$ cat src/sv/ets_pkg.sv
// ----------------------------------------------------------------------------
// ets_pkg
// Shared types, constants and character classes of the expression token
// scanner.
// ----------------------------------------------------------------------------
package ets_pkg;

    localparam int POSITION_WIDTH_DEFAULT = 32;
    localparam int LENGTH_WIDTH_DEFAULT   = 16;

    localparam int START_BITS  = 32;
    localparam int LENGTH_BITS = 16;
    localparam int KIND_BITS   = 4;
    localparam int CHAR_BITS   = 8;

    localparam int QUEUE_DEPTH = 4;

    localparam logic [7:0] CH_POINT  = 8'h2E;
    localparam logic [7:0] CH_UNDER  = 8'h5F;
    localparam logic [7:0] CH_EQUAL  = 8'h3D;
    localparam logic [7:0] CH_LPAREN = 8'h28;
    localparam logic [7:0] CH_RPAREN = 8'h29;
    localparam logic [7:0] CH_PLUS   = 8'h2B;
    localparam logic [7:0] CH_MINUS  = 8'h2D;
    localparam logic [7:0] CH_STAR   = 8'h2A;
    localparam logic [7:0] CH_SLASH  = 8'h2F;
    localparam logic [7:0] CH_CARET  = 8'h5E;
    localparam logic [7:0] CH_SPACE  = 8'h20;
    localparam logic [7:0] CH_TAB    = 8'h09;
    localparam logic [7:0] CH_CR     = 8'h0D;
    localparam logic [7:0] CH_DIG0   = 8'h30;
    localparam logic [7:0] CH_DIG9   = 8'h39;
    localparam logic [7:0] CH_LOW_A  = 8'h61;
    localparam logic [7:0] CH_LOW_Z  = 8'h7A;
    localparam logic [7:0] CH_UP_A   = 8'h41;
    localparam logic [7:0] CH_UP_Z   = 8'h5A;

    typedef enum logic [KIND_BITS-1:0] {
        KIND_SUM    = 4'd0,
        KIND_MUL    = 4'd1,
        KIND_POW    = 4'd2,
        KIND_LPAREN = 4'd3,
        KIND_RPAREN = 4'd4,
        KIND_EQUAL  = 4'd5,
        KIND_NUMBER = 4'd6,
        KIND_SYMBOL = 4'd7,
        KIND_END    = 4'd8,
        KIND_ERROR  = 4'd9
    } kind_t;

    typedef enum logic [2:0] {
        ST_START = 3'd0,
        ST_INT   = 3'd1,
        ST_PRE   = 3'd2,
        ST_REAL  = 3'd3,
        ST_SYM   = 3'd4,
        ST_END   = 3'd5,
        ST_ERR   = 3'd6
    } scan_state_t;

    typedef struct packed {
        kind_t                  kind;
        logic [START_BITS-1:0]  start;
        logic [LENGTH_BITS-1:0] length;
        logic [CHAR_BITS-1:0]   first;
        logic                   last;
    } result_t;

    typedef struct packed {
        logic [1:0] count;
        result_t    first_res;
        result_t    second_res;
    } emit_t;

    function automatic logic is_digit(input logic [7:0] c);
        return (c >= CH_DIG0) && (c <= CH_DIG9);
    endfunction

    function automatic logic is_alpha(input logic [7:0] c);
        return ((c >= CH_LOW_A) && (c <= CH_LOW_Z)) || ((c >= CH_UP_A) && (c <= CH_UP_Z));
    endfunction

    function automatic logic is_space(input logic [7:0] c);
        return (c == CH_SPACE) || ((c >= CH_TAB) && (c <= CH_CR));
    endfunction

    function automatic logic is_word(input logic [7:0] c);
        return (c == CH_UNDER) || is_alpha(c) || is_digit(c);
    endfunction

endpackage

$ cat src/sv/ets_char_if.sv
// ----------------------------------------------------------------------------
// ets_char_if
// Character channel: one byte or an end-of-input mark per transaction.
// ----------------------------------------------------------------------------
interface ets_char_if;
    logic       valid;
    logic       ready;
    logic [7:0] byte_value;
    logic       end_of_input;

    modport source (output valid, output byte_value, output end_of_input, input ready);
    modport sink   (input valid, input byte_value, input end_of_input, output ready);
endinterface

$ cat src/sv/ets_token_if.sv
// ----------------------------------------------------------------------------
// ets_token_if
// Token channel: one token record per transaction.
// ----------------------------------------------------------------------------
interface ets_token_if;
    logic        valid;
    logic        ready;
    logic [3:0]  token_kind;
    logic [31:0] token_start;
    logic [15:0] token_length;
    logic [7:0]  first_char;
    logic        last_of_run;

    modport source (output valid, output token_kind, output token_start,
                    output token_length, output first_char, output last_of_run,
                    input ready);
    modport sink   (input valid, input token_kind, input token_start,
                    input token_length, input first_char, input last_of_run,
                    output ready);
endinterface

$ cat src/sv/ets_scan_core.sv
// ----------------------------------------------------------------------------
// ets_scan_core
// Scanner state and per-character token logic; emits up to two token
// records per processed character.
// ----------------------------------------------------------------------------
module ets_scan_core #(
    parameter int POSITION_WIDTH = ets_pkg::POSITION_WIDTH_DEFAULT,
    parameter int LENGTH_WIDTH   = ets_pkg::LENGTH_WIDTH_DEFAULT
) (
    input  logic          clk,
    input  logic          rst_n,
    input  logic          step,
    input  logic [7:0]    byte_value,
    input  logic          end_of_input,
    output ets_pkg::emit_t emit
);

    ets_pkg::scan_state_t      state_reg, state_next;
    logic [POSITION_WIDTH-1:0] pos_reg, pos_next;
    logic [POSITION_WIDTH-1:0] cur_start_reg, cur_start_next;
    logic [LENGTH_WIDTH-1:0]   cur_len_reg, cur_len_next;
    logic [7:0]                cur_first_reg, cur_first_next;

    logic [LENGTH_WIDTH-1:0]   ext_len;
    logic [63:0]               pos_w, cur_start_w;
    logic [31:0]               cur_len_w, ext_len_w;

    // restart decode of the current byte
    logic                      sk_begin;
    logic                      sk_emit;
    ets_pkg::scan_state_t      sk_state;
    ets_pkg::kind_t            sk_kind;

    logic                      flush_v, tail_v;
    ets_pkg::result_t          flush_rec, tail_rec;

    assign ext_len     = (cur_len_reg == '1) ? cur_len_reg : cur_len_reg + LENGTH_WIDTH'(1);
    assign pos_w       = 64'(pos_reg);
    assign cur_start_w = 64'(cur_start_reg);
    assign cur_len_w   = 32'(cur_len_reg);
    assign ext_len_w   = 32'(ext_len);

    always_comb
    begin
        sk_begin = 1'b1;
        sk_emit  = 1'b1;
        sk_state = ets_pkg::ST_START;
        sk_kind  = ets_pkg::KIND_ERROR;
        priority if (byte_value == ets_pkg::CH_POINT)
        begin
            sk_emit  = 1'b0;
            sk_state = ets_pkg::ST_PRE;
        end
        else if (ets_pkg::is_digit(byte_value))
        begin
            sk_emit  = 1'b0;
            sk_state = ets_pkg::ST_INT;
        end
        else if (byte_value == ets_pkg::CH_UNDER || ets_pkg::is_alpha(byte_value))
        begin
            sk_emit  = 1'b0;
            sk_state = ets_pkg::ST_SYM;
        end
        else if (ets_pkg::is_space(byte_value))
        begin
            sk_begin = 1'b0;
            sk_emit  = 1'b0;
        end
        else if (byte_value == ets_pkg::CH_PLUS || byte_value == ets_pkg::CH_MINUS)
            sk_kind = ets_pkg::KIND_SUM;
        else if (byte_value == ets_pkg::CH_STAR || byte_value == ets_pkg::CH_SLASH)
            sk_kind = ets_pkg::KIND_MUL;
        else if (byte_value == ets_pkg::CH_CARET)
            sk_kind = ets_pkg::KIND_POW;
        else if (byte_value == ets_pkg::CH_LPAREN)
            sk_kind = ets_pkg::KIND_LPAREN;
        else if (byte_value == ets_pkg::CH_RPAREN)
            sk_kind = ets_pkg::KIND_RPAREN;
        else if (byte_value == ets_pkg::CH_EQUAL)
            sk_kind = ets_pkg::KIND_EQUAL;
        else
        begin
            sk_kind  = ets_pkg::KIND_ERROR;
            sk_state = ets_pkg::ST_ERR;
        end
    end

    // next state
    always_comb
    begin
        logic restart;
        restart        = 1'b0;
        state_next     = state_reg;
        pos_next       = pos_reg;
        cur_start_next = cur_start_reg;
        cur_len_next   = cur_len_reg;
        cur_first_next = cur_first_reg;
        if (state_reg != ets_pkg::ST_END && state_reg != ets_pkg::ST_ERR)
        begin
            if (end_of_input)
            begin
                if (state_reg == ets_pkg::ST_PRE)
                    state_next = ets_pkg::ST_ERR;
                else
                    state_next = ets_pkg::ST_END;
            end
            else
            begin
                pos_next = pos_reg + POSITION_WIDTH'(1);
                unique case (state_reg)
                    ets_pkg::ST_INT:
                    begin
                        if (ets_pkg::is_digit(byte_value))
                            cur_len_next = ext_len;
                        else if (byte_value == ets_pkg::CH_POINT)
                        begin
                            cur_len_next = ext_len;
                            state_next   = ets_pkg::ST_REAL;
                        end
                        else
                            restart = 1'b1;
                    end
                    ets_pkg::ST_PRE:
                    begin
                        cur_len_next = ext_len;
                        state_next   = ets_pkg::is_digit(byte_value) ? ets_pkg::ST_REAL
                                                                     : ets_pkg::ST_ERR;
                    end
                    ets_pkg::ST_REAL:
                    begin
                        if (ets_pkg::is_digit(byte_value))
                            cur_len_next = ext_len;
                        else if (byte_value == ets_pkg::CH_POINT)
                        begin
                            cur_len_next = ext_len;
                            state_next   = ets_pkg::ST_ERR;
                        end
                        else
                            restart = 1'b1;
                    end
                    ets_pkg::ST_SYM:
                    begin
                        if (ets_pkg::is_word(byte_value))
                            cur_len_next = ext_len;
                        else
                            restart = 1'b1;
                    end
                    default:
                        restart = 1'b1;
                endcase
                if (restart)
                begin
                    state_next = ets_pkg::ST_START;
                    if (sk_begin)
                    begin
                        state_next     = sk_state;
                        cur_start_next = pos_reg;
                        cur_len_next   = LENGTH_WIDTH'(1);
                        cur_first_next = byte_value;
                    end
                end
            end
        end
    end

    // token records
    always_comb
    begin
        flush_v          = 1'b0;
        tail_v           = 1'b0;
        flush_rec.kind   = ets_pkg::KIND_NUMBER;
        flush_rec.start  = cur_start_w[31:0];
        flush_rec.length = cur_len_w[15:0];
        flush_rec.first  = cur_first_reg;
        flush_rec.last   = 1'b0;
        tail_rec.kind    = sk_kind;
        tail_rec.start   = pos_w[31:0];
        tail_rec.length  = 16'd1;
        tail_rec.first   = byte_value;
        tail_rec.last    = 1'b1;
        if (state_reg != ets_pkg::ST_END && state_reg != ets_pkg::ST_ERR)
        begin
            if (end_of_input)
            begin
                unique case (state_reg)
                    ets_pkg::ST_INT, ets_pkg::ST_REAL:
                        flush_v = 1'b1;
                    ets_pkg::ST_SYM:
                    begin
                        flush_v        = 1'b1;
                        flush_rec.kind = ets_pkg::KIND_SYMBOL;
                    end
                    ets_pkg::ST_PRE:
                    begin
                        flush_v        = 1'b1;
                        flush_rec.kind = ets_pkg::KIND_ERROR;
                    end
                    default:
                        flush_v = 1'b0;
                endcase
                tail_v          = (state_reg != ets_pkg::ST_PRE);
                tail_rec.kind   = ets_pkg::KIND_END;
                tail_rec.length = '0;
                tail_rec.first  = '0;
            end
            else
            begin
                unique case (state_reg)
                    ets_pkg::ST_INT:
                    begin
                        if (!ets_pkg::is_digit(byte_value) && byte_value != ets_pkg::CH_POINT)
                        begin
                            flush_v = 1'b1;
                            tail_v  = sk_emit;
                        end
                    end
                    ets_pkg::ST_PRE:
                    begin
                        if (!ets_pkg::is_digit(byte_value))
                        begin
                            flush_v          = 1'b1;
                            flush_rec.kind   = ets_pkg::KIND_ERROR;
                            flush_rec.length = ext_len_w[15:0];
                        end
                    end
                    ets_pkg::ST_REAL:
                    begin
                        if (byte_value == ets_pkg::CH_POINT)
                        begin
                            flush_v          = 1'b1;
                            flush_rec.kind   = ets_pkg::KIND_ERROR;
                            flush_rec.length = ext_len_w[15:0];
                        end
                        else if (!ets_pkg::is_digit(byte_value))
                        begin
                            flush_v = 1'b1;
                            tail_v  = sk_emit;
                        end
                    end
                    ets_pkg::ST_SYM:
                    begin
                        if (!ets_pkg::is_word(byte_value))
                        begin
                            flush_v        = 1'b1;
                            flush_rec.kind = ets_pkg::KIND_SYMBOL;
                            tail_v         = sk_emit;
                        end
                    end
                    default:
                        tail_v = sk_emit;
                endcase
            end
        end
        flush_rec.last = !tail_v;
    end

    always_comb
    begin
        emit.first_res  = flush_v ? flush_rec : tail_rec;
        emit.second_res = tail_rec;
        if (!step)
            emit.count = 2'd0;
        else
            emit.count = 2'(flush_v) + 2'(tail_v);
    end

    always_ff @(posedge clk or negedge rst_n)
    begin
        if (!rst_n)
        begin
            state_reg     <= ets_pkg::ST_START;
            pos_reg       <= '0;
            cur_start_reg <= '0;
            cur_len_reg   <= '0;
            cur_first_reg <= '0;
        end
        else if (step)
        begin
            state_reg     <= state_next;
            pos_reg       <= pos_next;
            cur_start_reg <= cur_start_next;
            cur_len_reg   <= cur_len_next;
            cur_first_reg <= cur_first_next;
        end
    end

endmodule

$ cat src/sv/ets_result_queue.sv
// ----------------------------------------------------------------------------
// ets_result_queue
// Small token queue: takes up to two records per cycle, hands out one.
// ----------------------------------------------------------------------------
module ets_result_queue (
    input  logic                 clk,
    input  logic                 rst_n,
    input  ets_pkg::emit_t       emit,
    output logic                 room,
    output logic                 head_valid,
    input  logic                 head_ready,
    output ets_pkg::result_t     head
);

    localparam int PTR_W = $clog2(ets_pkg::QUEUE_DEPTH);
    localparam int CNT_W = $clog2(ets_pkg::QUEUE_DEPTH + 1);

    ets_pkg::result_t   mem [ets_pkg::QUEUE_DEPTH];
    logic [PTR_W-1:0]   wr_ptr_reg, wr_ptr_next;
    logic [PTR_W-1:0]   rd_ptr_reg, rd_ptr_next;
    logic [CNT_W-1:0]   count_reg, count_next;
    logic               pop;

    assign room       = (count_reg <= CNT_W'(ets_pkg::QUEUE_DEPTH - 2));
    assign head_valid = (count_reg != '0);
    assign head       = mem[rd_ptr_reg];
    assign pop        = head_valid && head_ready;

    always_comb
    begin
        wr_ptr_next = wr_ptr_reg + PTR_W'(emit.count);
        rd_ptr_next = rd_ptr_reg + PTR_W'(pop);
        count_next  = count_reg + CNT_W'(emit.count) - CNT_W'(pop);
    end

    always_ff @(posedge clk)
    begin
        if (emit.count != 2'd0)
            mem[wr_ptr_reg] <= emit.first_res;
        if (emit.count == 2'd2)
            mem[wr_ptr_reg + PTR_W'(1)] <= emit.second_res;
    end

    always_ff @(posedge clk or negedge rst_n)
    begin
        if (!rst_n)
        begin
            wr_ptr_reg <= '0;
            rd_ptr_reg <= '0;
            count_reg  <= '0;
        end
        else
        begin
            wr_ptr_reg <= wr_ptr_next;
            rd_ptr_reg <= rd_ptr_next;
            count_reg  <= count_next;
        end
    end

endmodule

$ cat src/sv/expression_token_scanner.sv
// ----------------------------------------------------------------------------
// expression_token_scanner
// Splits a byte stream into arithmetic expression tokens.
// ----------------------------------------------------------------------------
//   channel  dir  transaction
//   chars    in   one byte_value, or end_of_input
//   tokens   out  one token record, last_of_run marks the final one per byte
//
// One byte per cycle while the queue has room: input register -> scanner ->
// 4-entry token queue. The tokens of a byte are registered in the queue.
// A byte is taken whenever the queue has room for two tokens; the sustained
// rate is one byte per cycle while tokens average at most one per byte and
// the token sink is always ready.
// Reset clears scanner state, the input valid flag and the queue pointers;
// after END or an error the scanner takes bytes and drops them until reset.
module expression_token_scanner #(
    parameter int POSITION_WIDTH = ets_pkg::POSITION_WIDTH_DEFAULT,
    parameter int LENGTH_WIDTH   = ets_pkg::LENGTH_WIDTH_DEFAULT
) (
    input  logic        clk,
    input  logic        rst_n,
    ets_char_if.sink    chars,
    ets_token_if.source tokens
);

    logic             in_valid_reg;
    logic [7:0]       in_byte_reg;
    logic             in_eoi_reg;
    logic             room;
    logic             advance;
    ets_pkg::emit_t   emit;
    ets_pkg::result_t head;

    assign advance     = in_valid_reg && room;
    assign chars.ready = !in_valid_reg || advance;

    always_ff @(posedge clk or negedge rst_n)
    begin
        if (!rst_n)
            in_valid_reg <= 1'b0;
        else if (chars.ready)
            in_valid_reg <= chars.valid;
    end

    always_ff @(posedge clk)
    begin
        if (chars.valid && chars.ready)
        begin
            in_byte_reg <= chars.byte_value;
            in_eoi_reg  <= chars.end_of_input;
        end
    end

    ets_scan_core #(
        .POSITION_WIDTH (POSITION_WIDTH),
        .LENGTH_WIDTH   (LENGTH_WIDTH)
    ) u_core (
        .clk          (clk),
        .rst_n        (rst_n),
        .step         (advance),
        .byte_value   (in_byte_reg),
        .end_of_input (in_eoi_reg),
        .emit         (emit)
    );

    ets_result_queue u_queue (
        .clk        (clk),
        .rst_n      (rst_n),
        .emit       (emit),
        .room       (room),
        .head_valid (tokens.valid),
        .head_ready (tokens.ready),
        .head       (head)
    );

    assign tokens.token_kind   = head.kind;
    assign tokens.token_start  = head.start;
    assign tokens.token_length = head.length;
    assign tokens.first_char   = head.first;
    assign tokens.last_of_run  = head.last;

endmodule
$ cat src/flat_wrapper.sv
// flat-port wrapper written by rule: the top's interface ports become plain ports
module expression_token_scanner_flat 
#(
    parameter int POSITION_WIDTH = ets_pkg::POSITION_WIDTH_DEFAULT,
    parameter int LENGTH_WIDTH   = ets_pkg::LENGTH_WIDTH_DEFAULT
)
  (clk, rst_n, chars_valid, chars_byte_value, chars_end_of_input, chars_ready, tokens_valid, tokens_token_kind, tokens_token_start, tokens_token_length, tokens_first_char, tokens_last_of_run, tokens_ready);
  ets_char_if chars_i ();
  ets_token_if tokens_i ();
  input  logic clk;
  input  logic rst_n;
  input wire logic [$bits(chars_i.valid)-1:0] chars_valid;
  input wire logic [$bits(chars_i.byte_value)-1:0] chars_byte_value;
  input wire logic [$bits(chars_i.end_of_input)-1:0] chars_end_of_input;
  output wire logic [$bits(chars_i.ready)-1:0] chars_ready;
  output wire logic [$bits(tokens_i.valid)-1:0] tokens_valid;
  output wire logic [$bits(tokens_i.token_kind)-1:0] tokens_token_kind;
  output wire logic [$bits(tokens_i.token_start)-1:0] tokens_token_start;
  output wire logic [$bits(tokens_i.token_length)-1:0] tokens_token_length;
  output wire logic [$bits(tokens_i.first_char)-1:0] tokens_first_char;
  output wire logic [$bits(tokens_i.last_of_run)-1:0] tokens_last_of_run;
  input wire logic [$bits(tokens_i.ready)-1:0] tokens_ready;
  assign chars_i.valid = chars_valid;
  assign chars_i.byte_value = chars_byte_value;
  assign chars_i.end_of_input = chars_end_of_input;
  assign chars_ready = chars_i.ready;
  assign tokens_valid = tokens_i.valid;
  assign tokens_token_kind = tokens_i.token_kind;
  assign tokens_token_start = tokens_i.token_start;
  assign tokens_token_length = tokens_i.token_length;
  assign tokens_first_char = tokens_i.first_char;
  assign tokens_last_of_run = tokens_i.last_of_run;
  assign tokens_i.ready = tokens_ready;
  expression_token_scanner #(.POSITION_WIDTH(POSITION_WIDTH), .LENGTH_WIDTH(LENGTH_WIDTH)) u_core (.clk(clk), .rst_n(rst_n), .chars(chars_i), .tokens(tokens_i));
endmodule
$ cat config.mk
export PLATFORM = sky130hd
export DESIGN_NAME = expression_token_scanner_flat
export DESIGN_NICKNAME = d
export VERILOG_FILES = /design/src/sv/ets_pkg.sv /design/src/sv/ets_char_if.sv /design/src/sv/ets_token_if.sv /design/src/sv/ets_scan_core.sv /design/src/sv/ets_result_queue.sv /design/src/sv/expression_token_scanner.sv /design/src/flat_wrapper.sv
export SDC_FILE = /design/constraint.sdc
export NUM_CORES = 1
export LEC_CHECK = 0
export ABC_AREA = 1
export BUFFER_PORTS_ARGS = -buffer_cell sky130_fd_sc_hd__buf_2
export CAP_MARGIN = 30
export CORE_ASPECT_RATIO = 0.75
export CORE_UTILIZATION = 50
export DETAILED_ROUTE_END_ITERATION = 6
export GPL_TIMING_DRIVEN = 0
export HOLD_SLACK_MARGIN = 0.03
export PLACE_DENSITY = 0.75
export RECOVER_POWER = 100
export SETUP_SLACK_MARGIN = 0.4
export SKIP_LAST_GASP = 1
export SYNTH_ARGS = -nofsm -noshare
export SYNTH_HDL_FRONTEND = slang
export SYNTH_SLANG_ARGS = --single-unit
$ cat constraint.sdc
create_clock -name clk -period 4.5 [get_ports clk]
set_clock_uncertainty 0.15 [all_clocks]
set_input_delay 0.9 -clock clk [delete_from_list [all_inputs] [get_ports clk]]
set_output_delay 0.9 -clock clk [all_outputs]
set_load 0.02 [all_outputs]
==> impl_metrics.tcl <==
set metrics [dict create \
    final_antenna_net_count 0 \
    seq_area_frac_synth_pct 49.16 \
    p_int_uw 8351 \
    power_density_nw_per_um2 747.9 \
    first_pass_iters 7 \
    worstPathMaxFanout 10 \
    max_cap_viol_count 2 \
    die_area_um2 39180 \
    maxSlewViolCount 101 \
    wl_per_cell_um 20.84 \
    async_flop_share_pct 28.13 \
    syn_inst 2443 \
    pre_cts_ws_ns -0.5579 \
    post-route-period-util_pct 96.10 \
    grt_setup_unrepaired "yes" \
    total_power_uw 16280 \
    holdCritPathClass "flip-flop to flip-flop" \
    required_ns 3.45 \
    slew_headroom_pct -102.4 \
    synthTopCellsByCount "778 x nand2_1, 314 x nand3_1, 211 x nor2_1" \
    die_y_um 171.7 \
    grt_use_total_pct 32.61 \
    endpoint_kind "output pin" \
    tritoncts "yes" \
    vias 18570 \
    tns_ns 0 \
    port_buffers 75 \
    diodes 0 \
    io_pins 76 \
    htreeDepth 2 \
    num_rows 61 \
    switching_share_pct 48.71 \
    area_growth_pct 13.44 \
    dpl.cell_count 3028 \
    numCtsBuffers 37 \
    synth_most_common_cell "nand2_1" \
    stdcell_count 3115 \
    synth-edff-count 189 \
    setup_viol 0 \
    ys.flop_type "edfxtp_1" \
    layout_setup_ws_ns 0.1754 \
    synth_area_leaders "edfxtp_1 30%, nand2_1 15%, dfrtp_1 13%, nand3_1 8.2%, dfxtp_1 6.7%" \
    synthDominantCellAreaShare_pct 29.57 \
    via_per_inst 5.961 \
    comb_power_share_pct 51.7 \
    grt_pass1_vias 17250 \
    gp_congestion 0.9920 \
    synth-seq-cells 352 \
    crit_arrival_ns 3.27 \
    initialDrtViolationCount 3084 \
    dp_hpwl_mm 44.20 \
    violations "max-capacitance violations, max-slew violations" \
    antenna_found_initial 0 \
    drc_errors 0 \
    seq_power_share_pct 28.4 \
    synth.largest_area_cell "edfxtp_1" \
    largest_reg_flops 244 \
    coreArea_um2 37400 \
    ctsHoldBuffers 0 \
    clockBufferDepth 3 \
    clock_sinks 352 \
    clkPwrFrac_pct 19.9 \
    status "complete, but fails checks" \
    tightest_slew_ns 3.035 \
    fmax_mhz 231.2 \
    clk_latency_ns 0.54 \
    drive_gt1_share_pct 9.843 \
    path_class "flip-flop to output pin" \
    route.final.wire_length_mm 64.93 \
    syn-num-nets 2465 \
    clk_pin_slew_ns 0.06 \
    ys_warn_count 0 \
    syn_avg_cell_area_um2 7.855 \
    grt_max_degree 51 \
    die_w_um 228.2 \
    hold_violations 0 \
    gr-total-overflow 0 \
    cp-start-kind "flip-flop" \
    peakVddDrop_v 0.0003546 \
    nets 2604 \
    initial_utilization_pct 51.31 \
    leakagePower_uw 0.009676 \
    synth.distinct_cells 42 \
    syn_area_um2 19190 \
    switchingPower_uw 7931 \
    grt_pass1_wl_mm 98.50 \
    period_needed_ns 4.325 \
    root_buffer "clkbuf_16" \
]
logic make-up after synthesis:
kind of cell | count (synthesis) | share of synthesized area (%)
compound gates | 320 | 9.030
flops | 352 | 49.16
simple gates | 1438 | 32.98
buf+inv | 281 | 6.246
fa+ha+maj | 9 | 0.6259
xor+xnor | 43 | 1.962
per-layer routing:
layer	wire length (µm)	GRT usage [%]
met5	0	0
met4	1867	11.06
met1	26700	47.58
met3	9370	7.013
met2	26990	47.80
cells in the final DEF (no fill, tap or decap), types with 6 or more instances in the layout:
cell type / netlist / layout
ha_1: 8 / 8
clkbuf_8: 0 / 7
xor2_1: 42 / 42
edfxtp_1: 189 / 189
clkbuf_2: 0 / 25
a21oi_1: 26 / 26
buf_4: 4 / 18
dfxtp_1: 64 / 64
nand4_1: 20 / 20
clkinv_2: 0 / 7
o21ai_1: 70 / 22
dfrtp_1: 99 / 99
nand2_2: 5 / 6
nor4_1: 7 / 8
nand3_1: 314 / 315
nor2_1: 211 / 205
or2_1: 40 / 40
clkbuf_16: 0 / 40
nor2_4: 4 / 11
nand2_4: 31 / 31
o211ai_1: 9 / 9
o21ai_0: 143 / 191
inv_1: 103 / 107
buf_12: 3 / 7
nand2_1: 778 / 777
o22ai_1: 63 / 63
nor3_1: 13 / 14
buf_2: 42 / 46
clkbuf_1: 90 / 147
inv_2: 28 / 23
power groups by stage:
| stage | sequential [µW] | combinational [µW] | clock (µW) |
|---|---|---|---|
| after floorplan | 4580 | 5280 | 0 |
| after global placement | 4680 | 7710 | 0 |
| after detailed placement | 4670 | 8010 | 0 |
| after CTS | 4610 | 8260 | 3220 |
| after global routing | 4680 | 8960 | 3350 |
| final | 4630 | 8420 | 3240 |
per-stage QoR:
stage / util (%) / area [µm²] / hold slack, ns
global route: 58.21 / 21770 / 0.3142
finish: 58.21 / 21770 / 0.2964
floorplan: - / 19200 / 0.2709
CTS: 58.49 / 21870 / 0.2254
detailed placement: 54.43 / 20360 / 0.2845
global placement: 54.03 / 20210 / 0.2808
cell type report:
cell class,instances,area (µm²)
fillers,3340,15630
flip-flops and latches,352,9434
multi-input cells,1812,8631
clock buffers,54,1124
plain buffers,146,721.9
well taps,504,630.6
repair buffers,98,554.3
inverters,135,525.5
clock inverters,14,148.9
worst max-delay path, cell delays in order, from the launching register on:
cell and delay (ns):
dfrtp_1 0.52, inv_1 0.18, clkbuf_1 0.56, clkbuf_1 0.67
nor2_1 0.10, o22ai_1 0.43, clkbuf_1 0.28
path summary, 6_finish.rpt:
path / slack [ns] / depth (start not counted) / start / end
max: 0.18 / 6 / u_core.u_queue.rd_ptr_reg[0] / tokens_token_start[0]
max reg2reg: 0.40 / 23 / u_core.in_byte_reg[1] / u_core.u_queue.mem[0][24]
min in group asynchronous: 1.33 / 2 / rst_n / u_core.u_core.cur_len_reg[15]
max in group asynchronous: 1.09 / 2 / rst_n / u_core.u_queue.rd_ptr_reg[1]
min reg2reg: 0.30 / 2 / u_core.u_queue.mem[1][18] / u_core.u_queue.mem[1][18]
min: 0.30 / 2 / u_core.u_queue.mem[1][18] / u_core.u_queue.mem[1][18]
what timing repair did:
| action | CTS | global route |
|---|---|---|
| endpoints found under the setup margin | 416 | 335 |
| resized for setup | 45 | 24 |
| pin swaps | 3 | 3 |
| setup buffers | 8 | 8 |
| gates cloned | 3 | 0 |
| endpoints found under the hold margin | 0 | 0 |
Power figures use the tool's default switching activity.
